<file path="src/sv/go_back_n_sender_core_assert.svh">
// ----------------------------------------------------------------------------
// Go-Back-N sender assertion macros
// Shorthand for the clocked, reset-qualified checks used by the core.
// ----------------------------------------------------------------------------
`ifndef GO_BACK_N_SENDER_CORE_ASSERT_SVH
`define GO_BACK_N_SENDER_CORE_ASSERT_SVH

// Same-cycle implication, checked while out of reset.
`define GBNS_ASSERT_NOW(label, clk, rstn, ante, cons) \
  label: assert property (@(posedge clk) disable iff (!(rstn)) (ante) |-> (cons)) \
    else $error("go_back_n_sender_core: same-cycle check failed");

// Next-cycle implication, checked while out of reset.
`define GBNS_ASSERT_NEXT(label, clk, rstn, ante, cons) \
  label: assert property (@(posedge clk) disable iff (!(rstn)) (ante) |=> (cons)) \
    else $error("go_back_n_sender_core: next-cycle check failed");

`endif

</file>
<file path="src/sv/gbns_pkg.sv">
// ----------------------------------------------------------------------------
// gbns_pkg
// Types, codes and defaults shared by the Go-Back-N sender modules.
// ----------------------------------------------------------------------------
`timescale 1ns / 1ps
`default_nettype none

package gbns_pkg;

  localparam int unsigned MaxWindowDefault  = 16;
  localparam int unsigned PayloadMaxDefault = 1024;

  localparam logic [4:0]  WindowSizeReset   = 5'd16;
  localparam logic [23:0] TimeoutTicksReset = 24'd1000;

  typedef enum logic [1:0] {
    ACT_OFFER = 2'd0,
    ACT_ACK   = 2'd1,
    ACT_TICK  = 2'd2
  } gbns_action_e;

  typedef enum logic [1:0] {
    KIND_FIRST   = 2'd0,
    KIND_RETX    = 2'd1,
    KIND_REFUSED = 2'd2
  } gbns_kind_e;

  typedef enum logic {
    CFG_WINDOW_SIZE   = 1'b0,
    CFG_TIMEOUT_TICKS = 1'b1
  } gbns_cfg_e;

  typedef enum logic {
    ST_IDLE = 1'b0,
    ST_RETX = 1'b1
  } gbns_state_e;

  // Commands from the controller to the datapath.
  typedef struct packed {
    logic send_first;
    logic send_refused;
    logic ack_advance;
    logic timer_restart;
    logic timer_stop;
    logic timer_dec;
    logic retx_start;
    logic retx_emit;
  } gbns_cmd_t;

  // Status from the datapath to the controller.
  typedef struct packed {
    logic out_free;
    logic room;
    logic none_outstanding;
    logic ack_hit;
    logic ack_drains;
    logic timer_running;
    logic timer_expire;
    logic retx_last;
  } gbns_status_t;

endpackage

`default_nettype wire

</file>
<file path="src/sv/gbns_ctrl.sv">
// ----------------------------------------------------------------------------
// gbns_ctrl
// Controller: decodes each accepted beat and sequences retransmit bursts.
// ----------------------------------------------------------------------------
`timescale 1ns / 1ps
`default_nettype none

module gbns_ctrl (
  input  wire logic                  clk_i,
  input  wire logic                  rst_ni,
  input  wire logic                  in_valid_i,
  output logic                       in_stall_o,
  input  wire logic [1:0]            action_i,
  input  wire gbns_pkg::gbns_status_t status_i,
  output gbns_pkg::gbns_cmd_t        cmd_o
);

  gbns_pkg::gbns_state_e state_q, state_d;
  logic                  accept;

  always_ff @(posedge clk_i or negedge rst_ni) begin
    if (!rst_ni) begin
      state_q <= gbns_pkg::ST_IDLE;
    end else begin
      state_q <= state_d;
    end
  end

  always_comb begin
    state_d    = state_q;
    cmd_o      = '0;
    in_stall_o = 1'b1;
    accept     = 1'b0;
    unique case (state_q)
      gbns_pkg::ST_IDLE: begin
        in_stall_o = !status_i.out_free;
        accept     = in_valid_i && status_i.out_free;
        if (accept) begin
          unique case (gbns_pkg::gbns_action_e'(action_i))
            gbns_pkg::ACT_OFFER: begin
              if (status_i.room) begin
                cmd_o.send_first    = 1'b1;
                cmd_o.timer_restart = status_i.none_outstanding;
              end else begin
                cmd_o.send_refused = 1'b1;
              end
            end
            gbns_pkg::ACT_ACK: begin
              if (status_i.ack_hit) begin
                cmd_o.ack_advance   = 1'b1;
                cmd_o.timer_stop    = status_i.ack_drains;
                cmd_o.timer_restart = !status_i.ack_drains;
              end else begin
                cmd_o.timer_restart = 1'b1;
              end
            end
            gbns_pkg::ACT_TICK: begin
              if (status_i.timer_running) begin
                if (!status_i.timer_expire) begin
                  cmd_o.timer_dec = 1'b1;
                end else begin
                  cmd_o.timer_restart = 1'b1;
                  if (!status_i.none_outstanding) begin
                    cmd_o.retx_start = 1'b1;
                    state_d          = gbns_pkg::ST_RETX;
                  end
                end
              end
            end
            default: begin
              // Unused action code: the beat is dropped.
            end
          endcase
        end
      end
      gbns_pkg::ST_RETX: begin
        if (status_i.out_free) begin
          cmd_o.retx_emit = 1'b1;
          if (status_i.retx_last) begin
            state_d = gbns_pkg::ST_IDLE;
          end
        end
      end
      default: begin
        state_d = gbns_pkg::ST_IDLE;
      end
    endcase
  end

endmodule

`default_nettype wire

</file>
<file path="src/sv/gbns_dp.sv">
// ----------------------------------------------------------------------------
// gbns_dp
// Datapath: window pointers, slot length memory, timer, config and output.
// ----------------------------------------------------------------------------
`timescale 1ns / 1ps
`default_nettype none

module gbns_dp #(
  parameter int unsigned MAX_WINDOW  = gbns_pkg::MaxWindowDefault,
  parameter int unsigned PAYLOAD_MAX = gbns_pkg::PayloadMaxDefault
) (
  input  wire logic                   clk_i,
  input  wire logic                   rst_ni,
  input  wire logic                   cfg_we_i,
  input  wire logic                   cfg_idx_i,
  input  wire logic [23:0]            cfg_wdata_i,
  input  wire logic [10:0]            chunk_length_i,
  input  wire logic                   ack_is_data_ack_i,
  input  wire logic [15:0]            ack_seq_i,
  input  wire logic                   out_stall_i,
  output logic                        out_valid_o,
  output logic [1:0]                  kind_o,
  output logic [15:0]                 seq_num_o,
  output logic [10:0]                 chunk_length_res_o,
  output logic                        last_o,
  input  wire gbns_pkg::gbns_cmd_t    cmd_i,
  output gbns_pkg::gbns_status_t      status_o
);

  localparam int unsigned SW   = (MAX_WINDOW > 1) ? $clog2(MAX_WINDOW) : 1;
  localparam int unsigned CW   = $clog2(MAX_WINDOW + 1);
  localparam int unsigned SUMW = SW + 2;
  localparam logic [15:0]   MaxWin16   = 16'(MAX_WINDOW);
  localparam logic [SUMW-1:0] MaxWinSum = SUMW'(MAX_WINDOW);
  localparam logic [SW-1:0] LastSlot   = SW'(MAX_WINDOW - 1);
  localparam logic [16:0]   PayMax17   = 17'(PAYLOAD_MAX);

  // Configuration.
  logic [4:0]  win_size_q;
  logic [23:0] timeout_q;

  // Window and timer state.
  logic [15:0]   base_q, base_d;
  logic [15:0]   next_q, next_d;
  logic [SW-1:0] head_q, head_d;
  logic          run_q, run_d;
  logic [23:0]   count_q, count_d;

  // Retransmit burst.
  logic [SW-1:0] rslot_q, rslot_d;
  logic [CW-1:0] rcnt_q, rcnt_d;
  logic [CW-1:0] ridx_q, ridx_d;

  // Slot memory.
  logic [10:0]   slot_mem [MAX_WINDOW];
  logic [10:0]   rd_data_q;
  logic          rd_en;
  logic [SW-1:0] rd_addr;
  logic [SW-1:0] wr_addr;

  // Output register.
  logic                 out_valid_q;
  gbns_pkg::gbns_kind_e out_kind_q;
  logic [15:0]          out_seq_q;
  logic [10:0]          out_len_q;
  logic                 out_last_q;

  logic [15:0]   outstanding;
  logic [15:0]   win_eff;
  logic [15:0]   ack_off;
  logic [15:0]   ack_next;
  logic [23:0]   timeout_eff;
  logic [10:0]   len_sat;
  logic [SUMW-1:0] wr_sum;
  logic [SUMW-1:0] head_sum;
  logic [SW-1:0] rslot_inc;
  logic          out_free;

  always_ff @(posedge clk_i or negedge rst_ni) begin
    if (!rst_ni) begin
      win_size_q <= gbns_pkg::WindowSizeReset;
      timeout_q  <= gbns_pkg::TimeoutTicksReset;
    end else if (cfg_we_i) begin
      unique case (gbns_pkg::gbns_cfg_e'(cfg_idx_i))
        gbns_pkg::CFG_WINDOW_SIZE:   win_size_q <= cfg_wdata_i[4:0];
        gbns_pkg::CFG_TIMEOUT_TICKS: timeout_q  <= cfg_wdata_i;
        default: ;
      endcase
    end
  end

  always_comb begin
    outstanding = next_q - base_q;
    if (win_size_q == 5'd0) begin
      win_eff = 16'd1;
    end else if (16'(win_size_q) > MaxWin16) begin
      win_eff = MaxWin16;
    end else begin
      win_eff = 16'(win_size_q);
    end
    timeout_eff = (timeout_q == 24'd0) ? 24'd1 : timeout_q;
    len_sat     = ({6'd0, chunk_length_i} > PayMax17) ? PayMax17[10:0] : chunk_length_i;
    ack_off     = ack_seq_i - base_q;
    ack_next    = ack_seq_i + 16'd1;

    // Ring positions stay below twice the depth, so one subtract wraps them.
    wr_sum   = SUMW'(head_q) + SUMW'(outstanding[SW-1:0]);
    if (wr_sum >= MaxWinSum) wr_sum = wr_sum - MaxWinSum;
    wr_addr  = wr_sum[SW-1:0];
    head_sum = SUMW'(head_q) + SUMW'(ack_off[SW-1:0]) + SUMW'(1);
    if (head_sum >= MaxWinSum) head_sum = head_sum - MaxWinSum;
    rslot_inc = (rslot_q == LastSlot) ? '0 : rslot_q + SW'(1);

    out_free = !out_valid_q || !out_stall_i;

    status_o.out_free         = out_free;
    status_o.room             = (outstanding < win_eff) && (outstanding < MaxWin16);
    status_o.none_outstanding = (outstanding == 16'd0);
    status_o.ack_hit          = ack_is_data_ack_i && (ack_off < outstanding);
    status_o.ack_drains       = (ack_next == next_q);
    status_o.timer_running    = run_q;
    status_o.timer_expire     = (count_q[23:1] == 23'd0);
    status_o.retx_last        = (ridx_q + CW'(1) == rcnt_q);
  end

  always_comb begin
    base_d  = base_q;
    next_d  = next_q;
    head_d  = head_q;
    run_d   = run_q;
    count_d = count_q;
    rslot_d = rslot_q;
    rcnt_d  = rcnt_q;
    ridx_d  = ridx_q;
    rd_en   = 1'b0;
    rd_addr = rslot_inc;

    if (cmd_i.send_first) begin
      next_d = next_q + 16'd1;
    end
    if (cmd_i.ack_advance) begin
      base_d = ack_next;
      head_d = head_sum[SW-1:0];
    end
    if (cmd_i.timer_restart) begin
      run_d   = 1'b1;
      count_d = timeout_eff;
    end else if (cmd_i.timer_stop) begin
      run_d   = 1'b0;
      count_d = '0;
    end else if (cmd_i.timer_dec) begin
      count_d = count_q - 24'd1;
    end
    if (cmd_i.retx_start) begin
      rslot_d = head_q;
      rcnt_d  = outstanding[CW-1:0];
      ridx_d  = '0;
      rd_en   = 1'b1;
      rd_addr = head_q;
    end else if (cmd_i.retx_emit) begin
      rslot_d = rslot_inc;
      ridx_d  = ridx_q + CW'(1);
      rd_en   = !status_o.retx_last;
    end
  end

  always_ff @(posedge clk_i or negedge rst_ni) begin
    if (!rst_ni) begin
      base_q  <= '0;
      next_q  <= '0;
      head_q  <= '0;
      run_q   <= 1'b0;
      count_q <= '0;
      rslot_q <= '0;
      rcnt_q  <= '0;
      ridx_q  <= '0;
    end else begin
      base_q  <= base_d;
      next_q  <= next_d;
      head_q  <= head_d;
      run_q   <= run_d;
      count_q <= count_d;
      rslot_q <= rslot_d;
      rcnt_q  <= rcnt_d;
      ridx_q  <= ridx_d;
    end
  end

  always_ff @(posedge clk_i) begin
    if (cmd_i.send_first) begin
      slot_mem[wr_addr] <= len_sat;
    end
  end

  always_ff @(posedge clk_i) begin
    if (rd_en) begin
      rd_data_q <= slot_mem[rd_addr];
    end
  end

  always_ff @(posedge clk_i or negedge rst_ni) begin
    if (!rst_ni) begin
      out_valid_q <= 1'b0;
    end else if (cmd_i.send_first || cmd_i.send_refused || cmd_i.retx_emit) begin
      out_valid_q <= 1'b1;
    end else if (!out_stall_i) begin
      out_valid_q <= 1'b0;
    end
  end

  always_ff @(posedge clk_i) begin
    if (cmd_i.send_first) begin
      out_kind_q <= gbns_pkg::KIND_FIRST;
      out_seq_q  <= next_q;
      out_len_q  <= len_sat;
      out_last_q <= 1'b1;
    end else if (cmd_i.send_refused) begin
      out_kind_q <= gbns_pkg::KIND_REFUSED;
      out_seq_q  <= next_q;
      out_len_q  <= '0;
      out_last_q <= 1'b1;
    end else if (cmd_i.retx_emit) begin
      out_kind_q <= gbns_pkg::KIND_RETX;
      out_seq_q  <= base_q + 16'(ridx_q);
      out_len_q  <= rd_data_q;
      out_last_q <= status_o.retx_last;
    end
  end

  assign out_valid_o        = out_valid_q;
  assign kind_o             = out_kind_q;
  assign seq_num_o          = out_seq_q;
  assign chunk_length_res_o = out_len_q;
  assign last_o             = out_last_q;

endmodule

`default_nettype wire

</file>
<file path="src/sv/go_back_n_sender_core.sv">
// ----------------------------------------------------------------------------
// go_back_n_sender_core
// Go-Back-N sender window with retransmit timer and slot length memory.
// ----------------------------------------------------------------------------
//   Channel  Direction  Handshake               Payload
//   cfg      in         cfg_we_i                cfg_idx_i, cfg_wdata_i
//   in       in         in_valid_i/in_stall_o   action, chunk_length, ack flag, ack_seq
//   out      out        out_valid_o/out_stall_i kind, seq_num, chunk_length_res, last
//
// An offer's result sits in the output register the cycle after acceptance.
// A timer expiry with n packets outstanding holds off input while the slot
// memory read port streams one length per cycle into the output, as long as
// the output is not stalled.
// Reset clears pointers and timer at once; the slot memory needs no clearing.
// A stall on the output holds both the burst and new input.
// ----------------------------------------------------------------------------
`timescale 1ns / 1ps
`default_nettype none

`include "go_back_n_sender_core_assert.svh"

module go_back_n_sender_core #(
  parameter int unsigned MAX_WINDOW  = gbns_pkg::MaxWindowDefault,
  parameter int unsigned PAYLOAD_MAX = gbns_pkg::PayloadMaxDefault
) (
  input  wire logic        clk_i,
  input  wire logic        rst_ni,
  input  wire logic        cfg_we_i,
  input  wire logic        cfg_idx_i,
  input  wire logic [23:0] cfg_wdata_i,
  input  wire logic        in_valid_i,
  output logic             in_stall_o,
  input  wire logic [1:0]  action_i,
  input  wire logic [10:0] chunk_length_i,
  input  wire logic        ack_is_data_ack_i,
  input  wire logic [15:0] ack_seq_i,
  output logic             out_valid_o,
  input  wire logic        out_stall_i,
  output logic [1:0]       kind_o,
  output logic [15:0]      seq_num_o,
  output logic [10:0]      chunk_length_res_o,
  output logic             last_o
);

  gbns_pkg::gbns_cmd_t    cmd;
  gbns_pkg::gbns_status_t status;

  gbns_ctrl u_ctrl (
    .clk_i      (clk_i),
    .rst_ni     (rst_ni),
    .in_valid_i (in_valid_i),
    .in_stall_o (in_stall_o),
    .action_i   (action_i),
    .status_i   (status),
    .cmd_o      (cmd)
  );

  gbns_dp #(
    .MAX_WINDOW  (MAX_WINDOW),
    .PAYLOAD_MAX (PAYLOAD_MAX)
  ) u_dp (
    .clk_i              (clk_i),
    .rst_ni             (rst_ni),
    .cfg_we_i           (cfg_we_i),
    .cfg_idx_i          (cfg_idx_i),
    .cfg_wdata_i        (cfg_wdata_i),
    .chunk_length_i     (chunk_length_i),
    .ack_is_data_ack_i  (ack_is_data_ack_i),
    .ack_seq_i          (ack_seq_i),
    .out_stall_i        (out_stall_i),
    .out_valid_o        (out_valid_o),
    .kind_o             (kind_o),
    .seq_num_o          (seq_num_o),
    .chunk_length_res_o (chunk_length_res_o),
    .last_o             (last_o),
    .cmd_i              (cmd),
    .status_o           (status)
  );

  // An input beat is only taken when the output register can take its result.
  `GBNS_ASSERT_NOW(a_in_needs_out_room, clk_i, rst_ni,
    in_valid_i && !in_stall_o, !out_valid_o || !out_stall_i)

  // Every accepted offer shows up as a single, final first-send or refusal.
  `GBNS_ASSERT_NEXT(a_offer_result, clk_i, rst_ni,
    in_valid_i && !in_stall_o && (action_i == gbns_pkg::ACT_OFFER),
    out_valid_o && last_o && (kind_o != gbns_pkg::KIND_RETX))

  // A burst that has not reached its last packet keeps the output filled.
  `GBNS_ASSERT_NEXT(a_burst_continues, clk_i, rst_ni,
    cmd.retx_emit && !status.retx_last,
    out_valid_o && !last_o && (kind_o == gbns_pkg::KIND_RETX) && in_stall_o)

endmodule

`default_nettype wire
</file>
<file path="config.mk">
export PLATFORM = sky130hd
export DESIGN_NAME = go_back_n_sender_core
export DESIGN_NICKNAME = d
export VERILOG_FILES = /design/src/sv/gbns_pkg.sv /design/src/sv/gbns_ctrl.sv /design/src/sv/gbns_dp.sv /design/src/sv/go_back_n_sender_core.sv
export VERILOG_INCLUDE_DIRS = /design/src /design/src/sv
export SDC_FILE = /design/constraint.sdc
export NUM_CORES = 1
export LEC_CHECK = 0
export ABC_CLOCK_PERIOD_IN_PS = 4700
export BUFFER_PORTS_ARGS = -buffer_cell sky130_fd_sc_hd__buf_4
export CAP_MARGIN = 20
export CORE_ASPECT_RATIO = 0.6
export CORE_UTILIZATION = 30
export DETAILED_ROUTE_END_ITERATION = 10
export GPL_TIMING_DRIVEN = 0
export PLACE_DENSITY = 0.53
export SLEW_MARGIN = 5
export SYNTH_ARGS = -nofsm -noshare
export SYNTH_HDL_FRONTEND = slang
export SYNTH_SLANG_ARGS = --single-unit
</file>
<file path="constraint.sdc">
create_clock -name clk_i -period 4.7 [get_ports clk_i]
set_clock_uncertainty 0.15 [all_clocks]
set_input_delay 0.235 -clock clk_i [delete_from_list [all_inputs] [get_ports clk_i]]
set_output_delay 0.235 -clock clk_i [all_outputs]
set_load 0.01 [all_outputs]
</file>
==> impl_summary.md, run 1 <==
GRT
The met3 capacity usage during global routing is 5.37%. The global-route wire length before repair is 85.4 mm. The combined global-route utilization of all metal layers is 19.0%. The global-route met2 utilization is 23.8%. The most heavily used metal layer in global routing is met1. The sum of overflow across all layers after global routing is 0.

The met1 track demand over resource in global routing is 31.6%. The initial antenna violation count is 0. The pin count of the biggest net entering global routing is 107. The number of global-route vias before repair is 13600.

Placement
The quantity of I/O buffers inserted on ports is 90. The HPWL after detailed placement is 41.5 mm. The routability congestion estimate from global placement is 0.887.

Clock network
The source-to-sink clock delay at the later pin of the worst-skew pair is 0.60 ns. The deepest clock path buffer count is 3. The CTS tree is done. The cell chosen for the clock root is sky130_fd_sc_hd__clkbuf_16. The TritonCTS buffer count is 31.

Clock tree synthesis found a total of 323 sinks. The clock-pin slew on the worst setup and hold paths is 0.07 ns. The depth of the CTS H-tree is 1.

Floorplan
The region available for standard cell placement spans 0.0565 sq mm. The die covers 0.0589 sq mm. The die is 313 um wide. The total I/O pin count is 92. The vertical die dimension is 188 um. The floorplan has 67 rows. The starting utilization of the core area is 30.8%.

Timing
The maximum clock rate is 190 MHz. Setup repair after global routing could not meet its margin everywhere. The final number of setup-violating endpoints is 54. The final-report max-slew violation count is 0. The worst-case setup margin in the final layout is -0.571 ns. The hold violation count in the final report was 0. The actual transition at the worst max-transition pin is 1.22 ns. The headroom to the max-slew limit is 18.1%. The setup TNS is -20.20 ns. The clock period minus worst slack is 5.27 ns. The part of the cycle the worst path needs is 112%.

Drt
The first-pass detailed-route iteration total is 7. Once detail routing completed, the nets flagged for antenna violations numbered 0. The average wire per standard cell is 21.6 um. Summed over all layers, the routed wires come to 57.6 mm. Using the TritonRoute via totals, the vias-per-cell ratio works out to 5.35. The count of routing violations after the opening detailed-route iteration is 1345. For this run, design rule violations remaining after detail routing come to 0.

Detailed routing inserted a total of 14200 vias.

Cells and area
Once layout is complete, the utilization of the core stands at 41.5%. Compared with the post-synthesis result, the final layout area differs by 35.1%. In the final design database the tool counted 2006 nets. The ratio of cells with drive above 1 in the final layout is 31.5%.

Critical path
Together, buffers and inverters on the worst path number 4. The category of the critical setup timing path is reg2reg. The worst setup path is launched from a flop.

The capture point of the worst reg-to-reg path is u_dp.count_q[20]. In this run the critical register-to-register path is launched from u_dp.base_q[1]. The largest individual stage delay along the critical path comes from the cell sky130_fd_sc_hd__or4_4. The data required time at the worst endpoint is 5.07 ns. STA classifies the critical path endpoint as a flop.

On the critical path the largest part of the delay comes from compound AO/OA/AOI/OAI gates. The critical path data arrival time is 5.64 ns. Counting cells, the worst reg-to-reg path comes to 25. The slack of the worst reg-to-reg path is -0.57 ns. Of all nets on the critical path, the largest fanout is 7. In this run the worst setup path terminates at u_dp.count_q[20].

The delay of the slowest cell on the worst path is 0.60 ns. The launch point of the critical path is u_dp.base_q[1]. The critical path crosses 25 cells after its start point. The most frequent cell on the critical path is sky130_fd_sc_hd__o21ai_2.

Synthesis
In this run, synthesis produced a sequential element count of 323. The sequential cell area fraction in the yosys report is 52.6%. The number of nets in the synthesized netlist is 1713.

The Yosys step of the flow raised 0 warnings. The mapped cell area is 0.0174 sq mm. In the synthesized netlist, the cells that appear most often are sky130_fd_sc_hd__edfxtp_1, sky130_fd_sc_hd__nand2_1, sky130_fd_sc_hd__dfrtp_1. The synthesized design spends more area on one cell type than any other, namely sky130_fd_sc_hd__edfxtp_1. For this run, asynchronously set or reset flops after synthesis account for 32.8%. The synthesized netlist cell count is 1583. The most frequently used flop master after synthesis is sky130_fd_sc_hd__edfxtp_1. By area the synthesized netlist is led by sky130_fd_sc_hd__edfxtp_1, sky130_fd_sc_hd__dfrtp_1, sky130_fd_sc_hd__ha_1. Yosys mapped a number of flops with a built-in enable equal to 214. The average cell area after synthesis is 11.0 sq um. The area fraction of the dominant cell type after synthesis is 37.0%. The synthesized netlist contains 80 unique library cells. Among all cell types in the netlist, the one instantiated most often is sky130_fd_sc_hd__edfxtp_1.

Power and ir drop
The worst ir drop on vdd is 0.309 mV. The share of total power dissipated in sequential elements is 27.0%. Of the total power, the share spent switching nets is 43.0%. For this design the ratio of total power to cell area is 572 mW/mm^2.

In this run the power spent charging and discharging nets is 5.77 mW. The clock network fraction of design power is 18.0%. The combinational fraction of design power is 55.0%.

Overall power consumption after layout is estimated at 13.4 mW. The leakage power summed over all cells is 8.88 nW. The internal power is 7.66 mW.

Outcome
The checks that failed: setup timing. The run finished, with violations left.

Hold path
The class of the most critical hold timing path is in2reg.

Flow run
Across the run, the number of max-cap violations was 0.
[flip-flops by register name, indices dropped and copies added (netlist names), 11 cells and up]
register / count
u_dp.slot_mem: 176
u_dp.rd_data_q: 11
u_dp.chunk_length_res_o: 11
u_dp.base_q: 16
u_dp.next_q: 16
u_dp.timeout_q: 24
u_dp.seq_num_o: 16
u_dp.count_q: 24
[power groups by stage]
| stage | clock (mW) | combinational [mW] | sequential (mW) |
|---|---|---|---|
| floorplan | 0 | 3.41 | 3.58 |
| global placement | 0 | 4.94 | 3.65 |
| detailed placement | 0 | 5.11 | 3.65 |
| CTS | 2.46 | 6.49 | 3.61 |
| global route | 2.58 | 7.85 | 3.65 |
| finish | 2.42 | 7.39 | 3.62 |
[cells in the final DEF, fill, tap and decap left out, drive strengths merged, types with 5 or more instances in the layout]
master | netlist | layout
a211oi | 97 | 97
a21boi | 8 | 8
a21o | 14 | 14
a21oi | 90 | 90
a221oi | 13 | 13
a22o | 13 | 13
a2bb2oi | 10 | 10
a31oi | 16 | 16
and2 | 6 | 6
and3 | 22 | 22
and4 | 6 | 6
buf | 28 | 243
clkbuf | 49 | 85
clkinv | 0 | 6
dfrtp | 99 | 99
dfstp | 7 | 7
dlygate4sd3 | 0 | 58
edfxtp | 214 | 214
fa | 5 | 5
ha | 65 | 65
inv | 93 | 95
mux2 | 41 | 41
mux2i | 21 | 21
nand2 | 139 | 139
nand2b | 11 | 11
nand3 | 34 | 34
nand4 | 22 | 22
nor2 | 98 | 98
nor2b | 20 | 20
nor3 | 36 | 36
nor4 | 32 | 32
o21a | 10 | 10
o21ai | 65 | 65
o22a | 9 | 9
o31ai | 5 | 5
or3 | 13 | 13
or4 | 13 | 13
xnor2 | 72 | 72
xor2 | 32 | 32
[through the flow]
stage | instances | hold WS [ns] | setup WS, ns | area (sq um)
2_1_floorplan | 1583 | -0.211 | -0.197 | 17400
3_3_place_gp | 2432 | 0.319 | -2.34 | 19000
3_5_place_dp | 2456 | 0.287 | -1.24 | 19300
4_1_cts | 2627 | 0.0126 | -0.460 | 22500
5_1_grt | 2660 | 0.0533 | -0.706 | 23500
6_report | 2661 | 0.0393 | -0.571 | 23500
[area by class of cell]
| type | instances | area (sq um) |
|---|---|---|
| buffer | 74 | 602 |
| multi-input combinational | 1090 | 9090 |
| fill | 5361 | 33000 |
| sequential | 323 | 9160 |
| inverter | 93 | 352 |
| clock inverter | 9 | 62.6 |
| clock buffer | 49 | 883 |
| tap | 759 | 950 |
| antenna | 1 | 2.50 |
| timing repair buffer | 263 | 2370 |
[how the worst min path moves through the flow]
stage	start	cells past startpoint	end	slack (ns)
2_1_floorplan	rst_ni	0	u_ctrl.state_q	-0.21
3_3_place_gp	cfg_wdata_i[14]	2	u_dp.timeout_q[14]	0.32
3_5_place_dp	rst_ni	1	u_dp.timeout_q[23]	0.29
4_1_cts	cfg_idx_i	5	u_dp.win_size_q[4]	0.01
5_1_grt	cfg_idx_i	5	u_dp.win_size_q[4]	0.05
6_report	cfg_idx_i	5	u_dp.win_size_q[4]	0.04
[metal layers]
metal | vias up | share of wire, %
met1 | 7131 | 52
met2 | 550 | 37
met4 | 0 | 1.1
met5 | - | 0
met3 | 54 | 10
li1 | 6490 | -
[cell families (layout without fill, tap and decap cells)]
| group | after synthesis | count (layout) | share of synthesized area [%] |
|---|---|---|---|
| AO/OA/AOI/OAI | 392 | 392 | 15.4 |
| XOR/XNOR | 107 | 107 | 5.64 |
| adder cells (fa/ha/maj) | 70 | 70 | 5.26 |
| buffers and inverters | 170 | 488 | 4.15 |
| flip-flops | 323 | 323 | 52.6 |
| multiplexers | 62 | 62 | 3.87 |
| other | 0 | 1 | 0 |
| AND/OR/NAND/NOR | 459 | 459 | 13.0 |
[worst reg2reg max path, stage by stage, from the launching register on]
cell and delay, ns:
sky130_fd_sc_hd__dfrtp_2 0.47, sky130_fd_sc_hd__inv_4 0.10, sky130_fd_sc_hd__ha_1 0.23, sky130_fd_sc_hd__nor2b_2 0.17, sky130_fd_sc_hd__o21ai_2 0.17, sky130_fd_sc_hd__a21boi_2 0.08
sky130_fd_sc_hd__o21ai_2 0.15, sky130_fd_sc_hd__a21boi_2 0.08, sky130_fd_sc_hd__o21ai_2 0.19, sky130_fd_sc_hd__a21oi_2 0.10, sky130_fd_sc_hd__o41ai_2 0.20, sky130_fd_sc_hd__buf_4 0.18
sky130_fd_sc_hd__o2111ai_4 0.13, sky130_fd_sc_hd__a21oi_2 0.21, sky130_fd_sc_hd__xnor2_2 0.12, sky130_fd_sc_hd__ha_1 0.35, sky130_fd_sc_hd__nand4_1 0.19, sky130_fd_sc_hd__or4_4 0.60
sky130_fd_sc_hd__o21ai_4 0.20, sky130_fd_sc_hd__buf_6 0.12, sky130_fd_sc_hd__o22ai_4 0.06, sky130_fd_sc_hd__o31ai_4 0.19, sky130_fd_sc_hd__buf_4 0.23, sky130_fd_sc_hd__and3_1 0.18
sky130_fd_sc_hd__a2bb2oi_1 0.20, sky130_fd_sc_hd__o22a_1 0.16
[timing repair]
action,CTS,global route
hold buffers,57,1
gates resized for setup,275,170
endpoints found under the hold margin,169,19
setup endpoints to repair,234,211
setup buffers,53,32
gates cloned,7,1
pin swaps,54,48
Power figures use the tool's default switching activity.
==> run 2: changes to the inputs <==
Settings changed: REMOVE_ABC_BUFFERS from default to 1.
==> impl_summary.md, run 2 (synthesized netlist as in run 1, its figures left out) <==
Outcome
The flow ran to the end, but the final reports show violations. The checks that failed: setup timing.

Hold path
The worst hold path terminates at u_dp.base_q[4]. The cell count of the worst hold path is 5. The min-delay analysis places its worst path in the category in2reg. The worst hold path begins at ack_seq_i[3].

Cells and area
The number of inserted filler cells in the final layout is 5284. The register bank with the most flops is u_dp.slot_mem. The net count of the finished layout is 1974. Leaving out fill and tap cells, the most frequent cell in the layout is sky130_fd_sc_hd__edfxtp_1. The largest registers in the layout are u_dp.slot_mem: 176 flops, u_dp.count_q: 24 flops, u_dp.timeout_q: 24 flops. The cell area after layout is 0.0234 sq mm. For this run, the share of the core covered by cells in the final layout is 41.4%.

The register with the most flip-flops in the layout has 176 of them. The library cells used most frequently in the layout, excluding fill and tap cells, are sky130_fd_sc_hd__edfxtp_1, sky130_fd_sc_hd__buf_4, sky130_fd_sc_hd__nand2_1. Cells with a size suffix above 1 make up 28.7% of the layout. From synthesis to final layout, the design area changed by 34.6%.

Power and ir drop
The worst-case IR drop observed on VDD is 0.375 mV. The leakage power summed over all cells is 8.96 nW. The power after layout is 13.2 mW.

For this design the ratio of total power to cell area is 564 mW/mm^2.

GRT
The initial antenna violation count was 2. Entering global routing, the biggest net connects 85 pins. The sum of overflow across all layers after global routing is 0. Global routing used 18.3% of the available tracks across all layers. The number of global-route vias before repair was 13300. The first global-routing pass estimated 83.0 mm of wire.

Critical path
The slack of the worst reg-to-reg path is -0.55 ns. In this run the worst path has a maximum fanout of 8. By instance count, the cell type seen most on the critical path is sky130_fd_sc_hd__o21ai_2.

For the worst setup path, the data arrival time is 5.58 ns. The data required time at the worst endpoint is 5.03 ns. The reg-to-reg startpoint is u_dp.base_q[0]. STA classifies the critical path endpoint as a flop. The critical path is of the reg2reg type. The cell type of the slowest stage on the worst timing path is sky130_fd_sc_hd__or4_4. The endpoint identified for the worst register-to-register timing path is u_dp.count_q[15]. The delay of the slowest cell on the worst path is 0.59 ns.

STA classifies the critical path startpoint as a flop. The path depth of the worst reg2reg path is 25.

Drt
The routed design has 56.4 mm of wire. The via count normalized by instance count is 5.38. In the routed design, unresolved DRC markers number 0. The routed layout has 14200 vias. In this run, the number of DRC markers left after iteration 0 of detailed routing was 1327. In the final routed layout, each cell accounts on average for 21.5 um.

The pre-antenna-repair detailed-routing pass consisted of 5 iterations. In this run the remaining antenna-violating nets after routing total 0.

Timing
The maximum clock rate is 191 MHz. The worst-case setup margin in the final layout is -0.548 ns. The headroom to the max-slew limit is 14.5%. Final hold analysis gives a worst-case slack of 0.0222 ns. Setup violations remaining at the end of the flow were counted as 56.

The clock period minus worst slack is 5.25 ns. The actual transition at the worst max-transition pin is 1.28 ns. The part of the cycle the worst path needs is 112%. In the final timing run, aggregate negative setup slack is -20.19 ns. Setup repair after global routing could not meet its margin everywhere.

The final-report max-slew violation count is 0. The hold violation count in the final report was 0.

Floorplan
The die covers 0.0589 sq mm. The total I/O pin count is 92. The area of the placeable core is 0.0565 sq mm.

For this configuration, the core starts out at a cell density of 30.8%. The vertical die dimension is 188 um. The initialized floorplan defines 67 standard-cell rows. The floorplan step set the die width to 313 um.

Placement
Port buffering added 91 buffers. Once placement finished, the instance area stood at 0.0193 sq mm. The half-perimeter wire length after placement is 35.3 mm. The routability congestion estimate from global placement is 0.868.

Flow run
The number of violations of the max-capacitance limit is 0.

Clock network
After clock tree synthesis, the clock-pin slew on the worst setup and hold paths is 0.06 ns. In this run the deepest clock path goes through 3 buffers. At the later pin of the worst-skew pair, clock insertion delay measures 0.55 ns.

The CTS tree is done. The TritonCTS buffer count is 35. The TritonCTS sink count is 323. The cell sitting at the root of the clock tree is a sky130_fd_sc_hd__clkbuf_16.

The H-tree was split into 2 levels.
-- run 2: cell types whose count changed in the layout (fill, tap and decap cells not counted), moves of 10 or more --
cell / previous run / this run
sky130_fd_sc_hd__a211oi_4: 29 / 1
sky130_fd_sc_hd__buf_2: 12 / 0
sky130_fd_sc_hd__buf_4: 178 / 166
sky130_fd_sc_hd__a211oi_2: 19 / 34
sky130_fd_sc_hd__nor2b_2: 11 / 1
sky130_fd_sc_hd__a211oi_1: 49 / 62
sky130_fd_sc_hd__clkbuf_1: 36 / 14
sky130_fd_sc_hd__a21o_4: 1 / 14
-- run 2: worst max-delay path: cells and delay by family (launching register included) --
| kind | cells | cell delay [ns] |
|---|---|---|
| AOI/OAI and AO/OA | 15 | 2.03 |
| adders and majority gates | 3 | 0.88 |
| buffers and inverters | 3 | 0.54 |
| DFF | 1 | 0.41 |
| muxes | 1 | 0.21 |
| and+or+nand+nor | 3 | 0.95 |
-- run 2: report_power, final --
group	total [mW]	internal, mW	switching, mW
logic	6.78	2.84	3.94
registers	3.61	3.35	0.265
clock network	2.79	1.60	1.19
total	13.2	7.79	5.39
-- run 2: timing repair --
action | CTS | global route
endpoints found under the hold margin | 181 | 0
gates resized for setup | 166 | 129
hold buffers | 58 | 0
pin swaps | 44 | 70
buffers inserted | 48 | 39
gates cloned | 17 | 9
setup endpoints to repair | 241 | 169
-- run 2: final cells by class --
class	count	area, sq um	area share (%)
flip-flops and latches	323	9150	39.1
multi-input cells	1107	8910	38.1
repair buffers	284	2890	12.4
clock buffers	51	956	4.09
well taps	759	950	4.06
inverters	93	352	1.50
clock inverters	11	170	0.728
diodes	2	5.00	0.0214
-- run 2: routing by layer --
metal / vias to the layer above / track usage, % / routed length [um]
met5: - / 0 / 9
met3: 54 / 4.23 / 4880
met2: 585 / 25.3 / 23000
met4: 2 / 2.93 / 678
met1: 7044 / 28.8 / 27900
li1: 6476 / - / -
-- run 2: worst max path at each step --
| stage | startpoint | end | slack [ns] | cells past startpoint |
|---|---|---|---|---|
| 5_1_grt | u_dp.base_q[0] | u_dp.count_q[15] | -0.77 | 25 |
| 4_1_cts | u_dp.base_q[1] | u_dp.count_q[17] | -0.57 | 24 |
| 6_report | u_dp.base_q[0] | u_dp.count_q[15] | -0.55 | 25 |
| 3_5_place_dp | u_dp.base_q[1] | u_dp.count_q[0] | -2.38 | 21 |
| 3_3_place_gp | u_dp.next_q[0] | u_dp.rd_data_q[1] | -7.13 | 14 |
| 2_1_floorplan | u_dp.next_q[10] | u_dp.rd_data_q[0] | -2.32 | 12 |
-- run 2: through the flow --
step / cells / worst slack, ns
final: 2630 / -0.548
after global routing: 2629 / -0.765
after CTS: 2580 / -0.575
after detailed placement: 2395 / -2.38
after global placement: 2356 / -7.13
after floorplan: 1506 / -2.32
==> run 3: changes to the inputs <==
Settings changed: PLACE_DENSITY 0.53 to default, PLACE_DENSITY_LB_ADDON from default to 0.08.
==> impl_summary.md, run 3 (synthesized netlist as in run 1, its figures left out) <==
Cells and area
The number of flip-flops in the largest register is 176. The number of antenna diodes is 0. The library cell used most frequently in the layout, excluding fill and tap cells, is sky130_fd_sc_hd__edfxtp_1. Relative to the synthesized area, the layout overhead comes to 37.0%. The largest registers in the layout are u_dp.slot_mem: 176 flops, u_dp.count_q: 24 flops, u_dp.timeout_q: 24 flops.

For this run, the share of the core covered by cells in the final layout is 42.1%. The register with the most flip-flops in the final layout is u_dp.slot_mem. The top cell types in the final layout, fill and taps aside, are sky130_fd_sc_hd__edfxtp_1, sky130_fd_sc_hd__buf_4, sky130_fd_sc_hd__nand2_1. The ratio of cells with drive above 1 in the final layout is 30.4%. In the final layout, the multi-input gates occupy 0.00884 sq mm. The storage element area is 0.00916 sq mm. The layout has 5345 filler cells.

The net count of the finished layout is 2005.

Timing
Setup violations remaining at the end of the flow were counted as 55. Static timing analysis puts the maximum clock frequency at 192 MHz. The hold violation count in the final report came to 0. The worst-case setup margin in the final layout is -0.508 ns.

The clock period minus worst slack is 5.21 ns. In the finished design, the share of the clock period the worst path needs comes to 111%. The final-report max-slew violation count was 0. The worst hold slack across all endpoints is 0.0304 ns. The setup TNS is -17.71 ns. Setup repair after global routing could not meet its margin everywhere. At the pin with the least slew margin, the transition time is 1.12 ns. The headroom to the max-slew limit is 25.0%.

Outcome
The run finished, with violations left. The checks that failed: setup timing.

Power and ir drop
Across the VDD grid, the largest voltage drop is 0.590 mV. For this design the ratio of total power to cell area is 570 mW/mm^2. Summed over all cells, the static leakage comes to 9.16 nW.

Clock network
The depth of the CTS H-tree is 2. The deepest clock path buffer count is 3. The tree built by TritonCTS fans out to 323 sinks. The source-to-sink clock delay at the later pin of the worst-skew pair is 0.55 ns. TritonCTS built the clock tree. The clock-pin slew on the worst setup and hold paths is 0.06 ns.

The cell chosen for the clock root is sky130_fd_sc_hd__clkbuf_16. In this run, CTS created clock tree buffers numbering 36.

GRT
Entering global routing, the biggest net connects 64 pins. The number of global-route vias before repair came to 13300. The initial antenna violation count was 0.

The global-route wire length before repair is 86.3 mm. Global routing finished with a remaining overflow of 0. For this run, the total global-route usage over all layers was measured as 19.4%.

Floorplan
The region available for standard cell placement spans 0.0565 sq mm. The cell row count is 67. Once the floorplan was initialized, standard cells occupied 30.8% of the core. The chip width is 313 um. The die covers 0.0589 sq mm. Measured along the y axis, the die boundary spans 188 um. The total I/O pin count is 92.

Drt
Using the TritonRoute via totals, the vias-per-cell ratio works out to 5.24. The count of unresolved DRC violations after routing is 0. The first detailed-routing pass took 5 iterations. In the final routed layout, each cell accounts on average for 22.2 um.

The via count of the routed design is 14000. The count of routing violations after the opening detailed-route iteration is 1253. The post-detailed-route count of antenna-violating nets is 0. For this block, the routed nets add up to 59.0 mm of wire.

Critical path
Data on the critical path is required at its endpoint by 5.03 ns. The kind of start point of the critical path is a flop. The critical path data arrival time is 5.54 ns. The critical path in this run is classified as reg2reg.

The worst setup path is captured at a flop. Along the worst path, the maximum fanout reaches 7.

Flow run
Max-cap violations in this run came to 0.

Hold path
The tightest min-delay check is of the in2reg type.

Placement
The quantity of I/O buffers inserted on ports is 91. At the placement stage, the worst setup path has a slack of -2.03 ns. The routability congestion estimate from global placement is 0.887.

The half-perimeter wire length after placement is 38.6 mm.
run 3: cell count changes in the layout (fill, tap and decap cells not counted), moves of 6 or more:
cell / before / now
sky130_fd_sc_hd__a211oi_1: 62 / 81
sky130_fd_sc_hd__a211oi_2: 34 / 14
sky130_fd_sc_hd__a21o_4: 14 / 2
sky130_fd_sc_hd__buf_4: 166 / 206
sky130_fd_sc_hd__clkbuf_1: 14 / 7
sky130_fd_sc_hd__clkinv_1: 0 / 6
run 3: per-layer routing:
| metal | vias to the layer above | wire length (um) | track usage (%) |
|---|---|---|---|
| met2 | 336 | 22700 | 25.3 |
| met4 | 0 | 809 | 3.51 |
| met1 | 7056 | 32200 | 32.6 |
| li1 | 6512 | - | - |
| met5 | - | 0 | 0 |
| met3 | 53 | 3350 | 3.16 |
run 3: critical path: stages, from the launching register on:
cell and delay, ns:
sky130_fd_sc_hd__dfrtp_1 0.42, sky130_fd_sc_hd__ha_4 0.19, sky130_fd_sc_hd__fa_2 0.36, sky130_fd_sc_hd__nor2b_2 0.13
sky130_fd_sc_hd__o21ai_2 0.09, sky130_fd_sc_hd__a21boi_2 0.18, sky130_fd_sc_hd__o21ai_2 0.10, sky130_fd_sc_hd__a21boi_2 0.18
sky130_fd_sc_hd__o21ai_2 0.08, sky130_fd_sc_hd__a21boi_2 0.18, sky130_fd_sc_hd__o21ai_2 0.10, sky130_fd_sc_hd__a21oi_4 0.22
sky130_fd_sc_hd__mux2i_1 0.25, sky130_fd_sc_hd__o2111ai_2 0.16, sky130_fd_sc_hd__ha_1 0.32, sky130_fd_sc_hd__nand4_1 0.21
sky130_fd_sc_hd__or4_4 0.62, sky130_fd_sc_hd__o21ai_4 0.21, sky130_fd_sc_hd__o22ai_2 0.11, sky130_fd_sc_hd__o31ai_4 0.17
sky130_fd_sc_hd__buf_6 0.22, sky130_fd_sc_hd__and3_4 0.19, sky130_fd_sc_hd__a2bb2oi_2 0.13, sky130_fd_sc_hd__o22a_1 0.14
run 3: cell type report:
cell class | count | area share (%)
Clock buffer | 47 | 4.17
Clock inverter | 19 | 0.978
Inverter | 93 | 1.49
Multi-Input combinational cell | 1095 | 37.2
Sequential cell | 323 | 38.5
Tap cell | 759 | 3.99
Timing Repair Buffer | 326 | 13.7
run 3: stage by stage:
| step | power (mW) | std cells | cell area, sq um |
|---|---|---|---|
| finish | 13.6 | 2662 | 23800 |
| global route | 14.3 | 2662 | 23800 |
| CTS | 13.0 | 2614 | 23000 |
| detailed placement | 8.65 | 2405 | 19400 |
| global placement | 8.37 | 2356 | 18600 |
| floorplan | 6.85 | 1506 | 17000 |
run 3: worst paths after layout:
check	slack (ns)	end	cells after the start	start
max in group asynchronous	3.54	u_dp.timeout_q[3]	3	rst_ni
max	-0.51	u_dp.count_q[22]	23	u_dp.base_q[0]
max reg2reg	-0.51	u_dp.count_q[22]	23	u_dp.base_q[0]
min	0.03	u_dp.base_q[4]	5	ack_seq_i[2]
min in group asynchronous	0.04	u_dp.next_q[12]	2	rst_ni
min reg2reg	0.33	u_dp.kind_o[0]	2	u_dp.kind_o[0]
run 3: power by group:
| part | internal [mW] | total (mW) | switching (mW) |
|---|---|---|---|
| Combinational | 2.95 | 6.94 | 4.00 |
| Sequential | 3.35 | 3.61 | 0.260 |
| Clock | 1.78 | 3.02 | 1.24 |
run 3: timing repair:
action	4_1_cts	5_1_grt
endpoints found under the setup margin	261	127
hold buffers	58	0
endpoints found under the hold margin	174	0
gates resized for setup	226	82
setup buffers	74	40
gates cloned	11	5
pin swaps	52	58
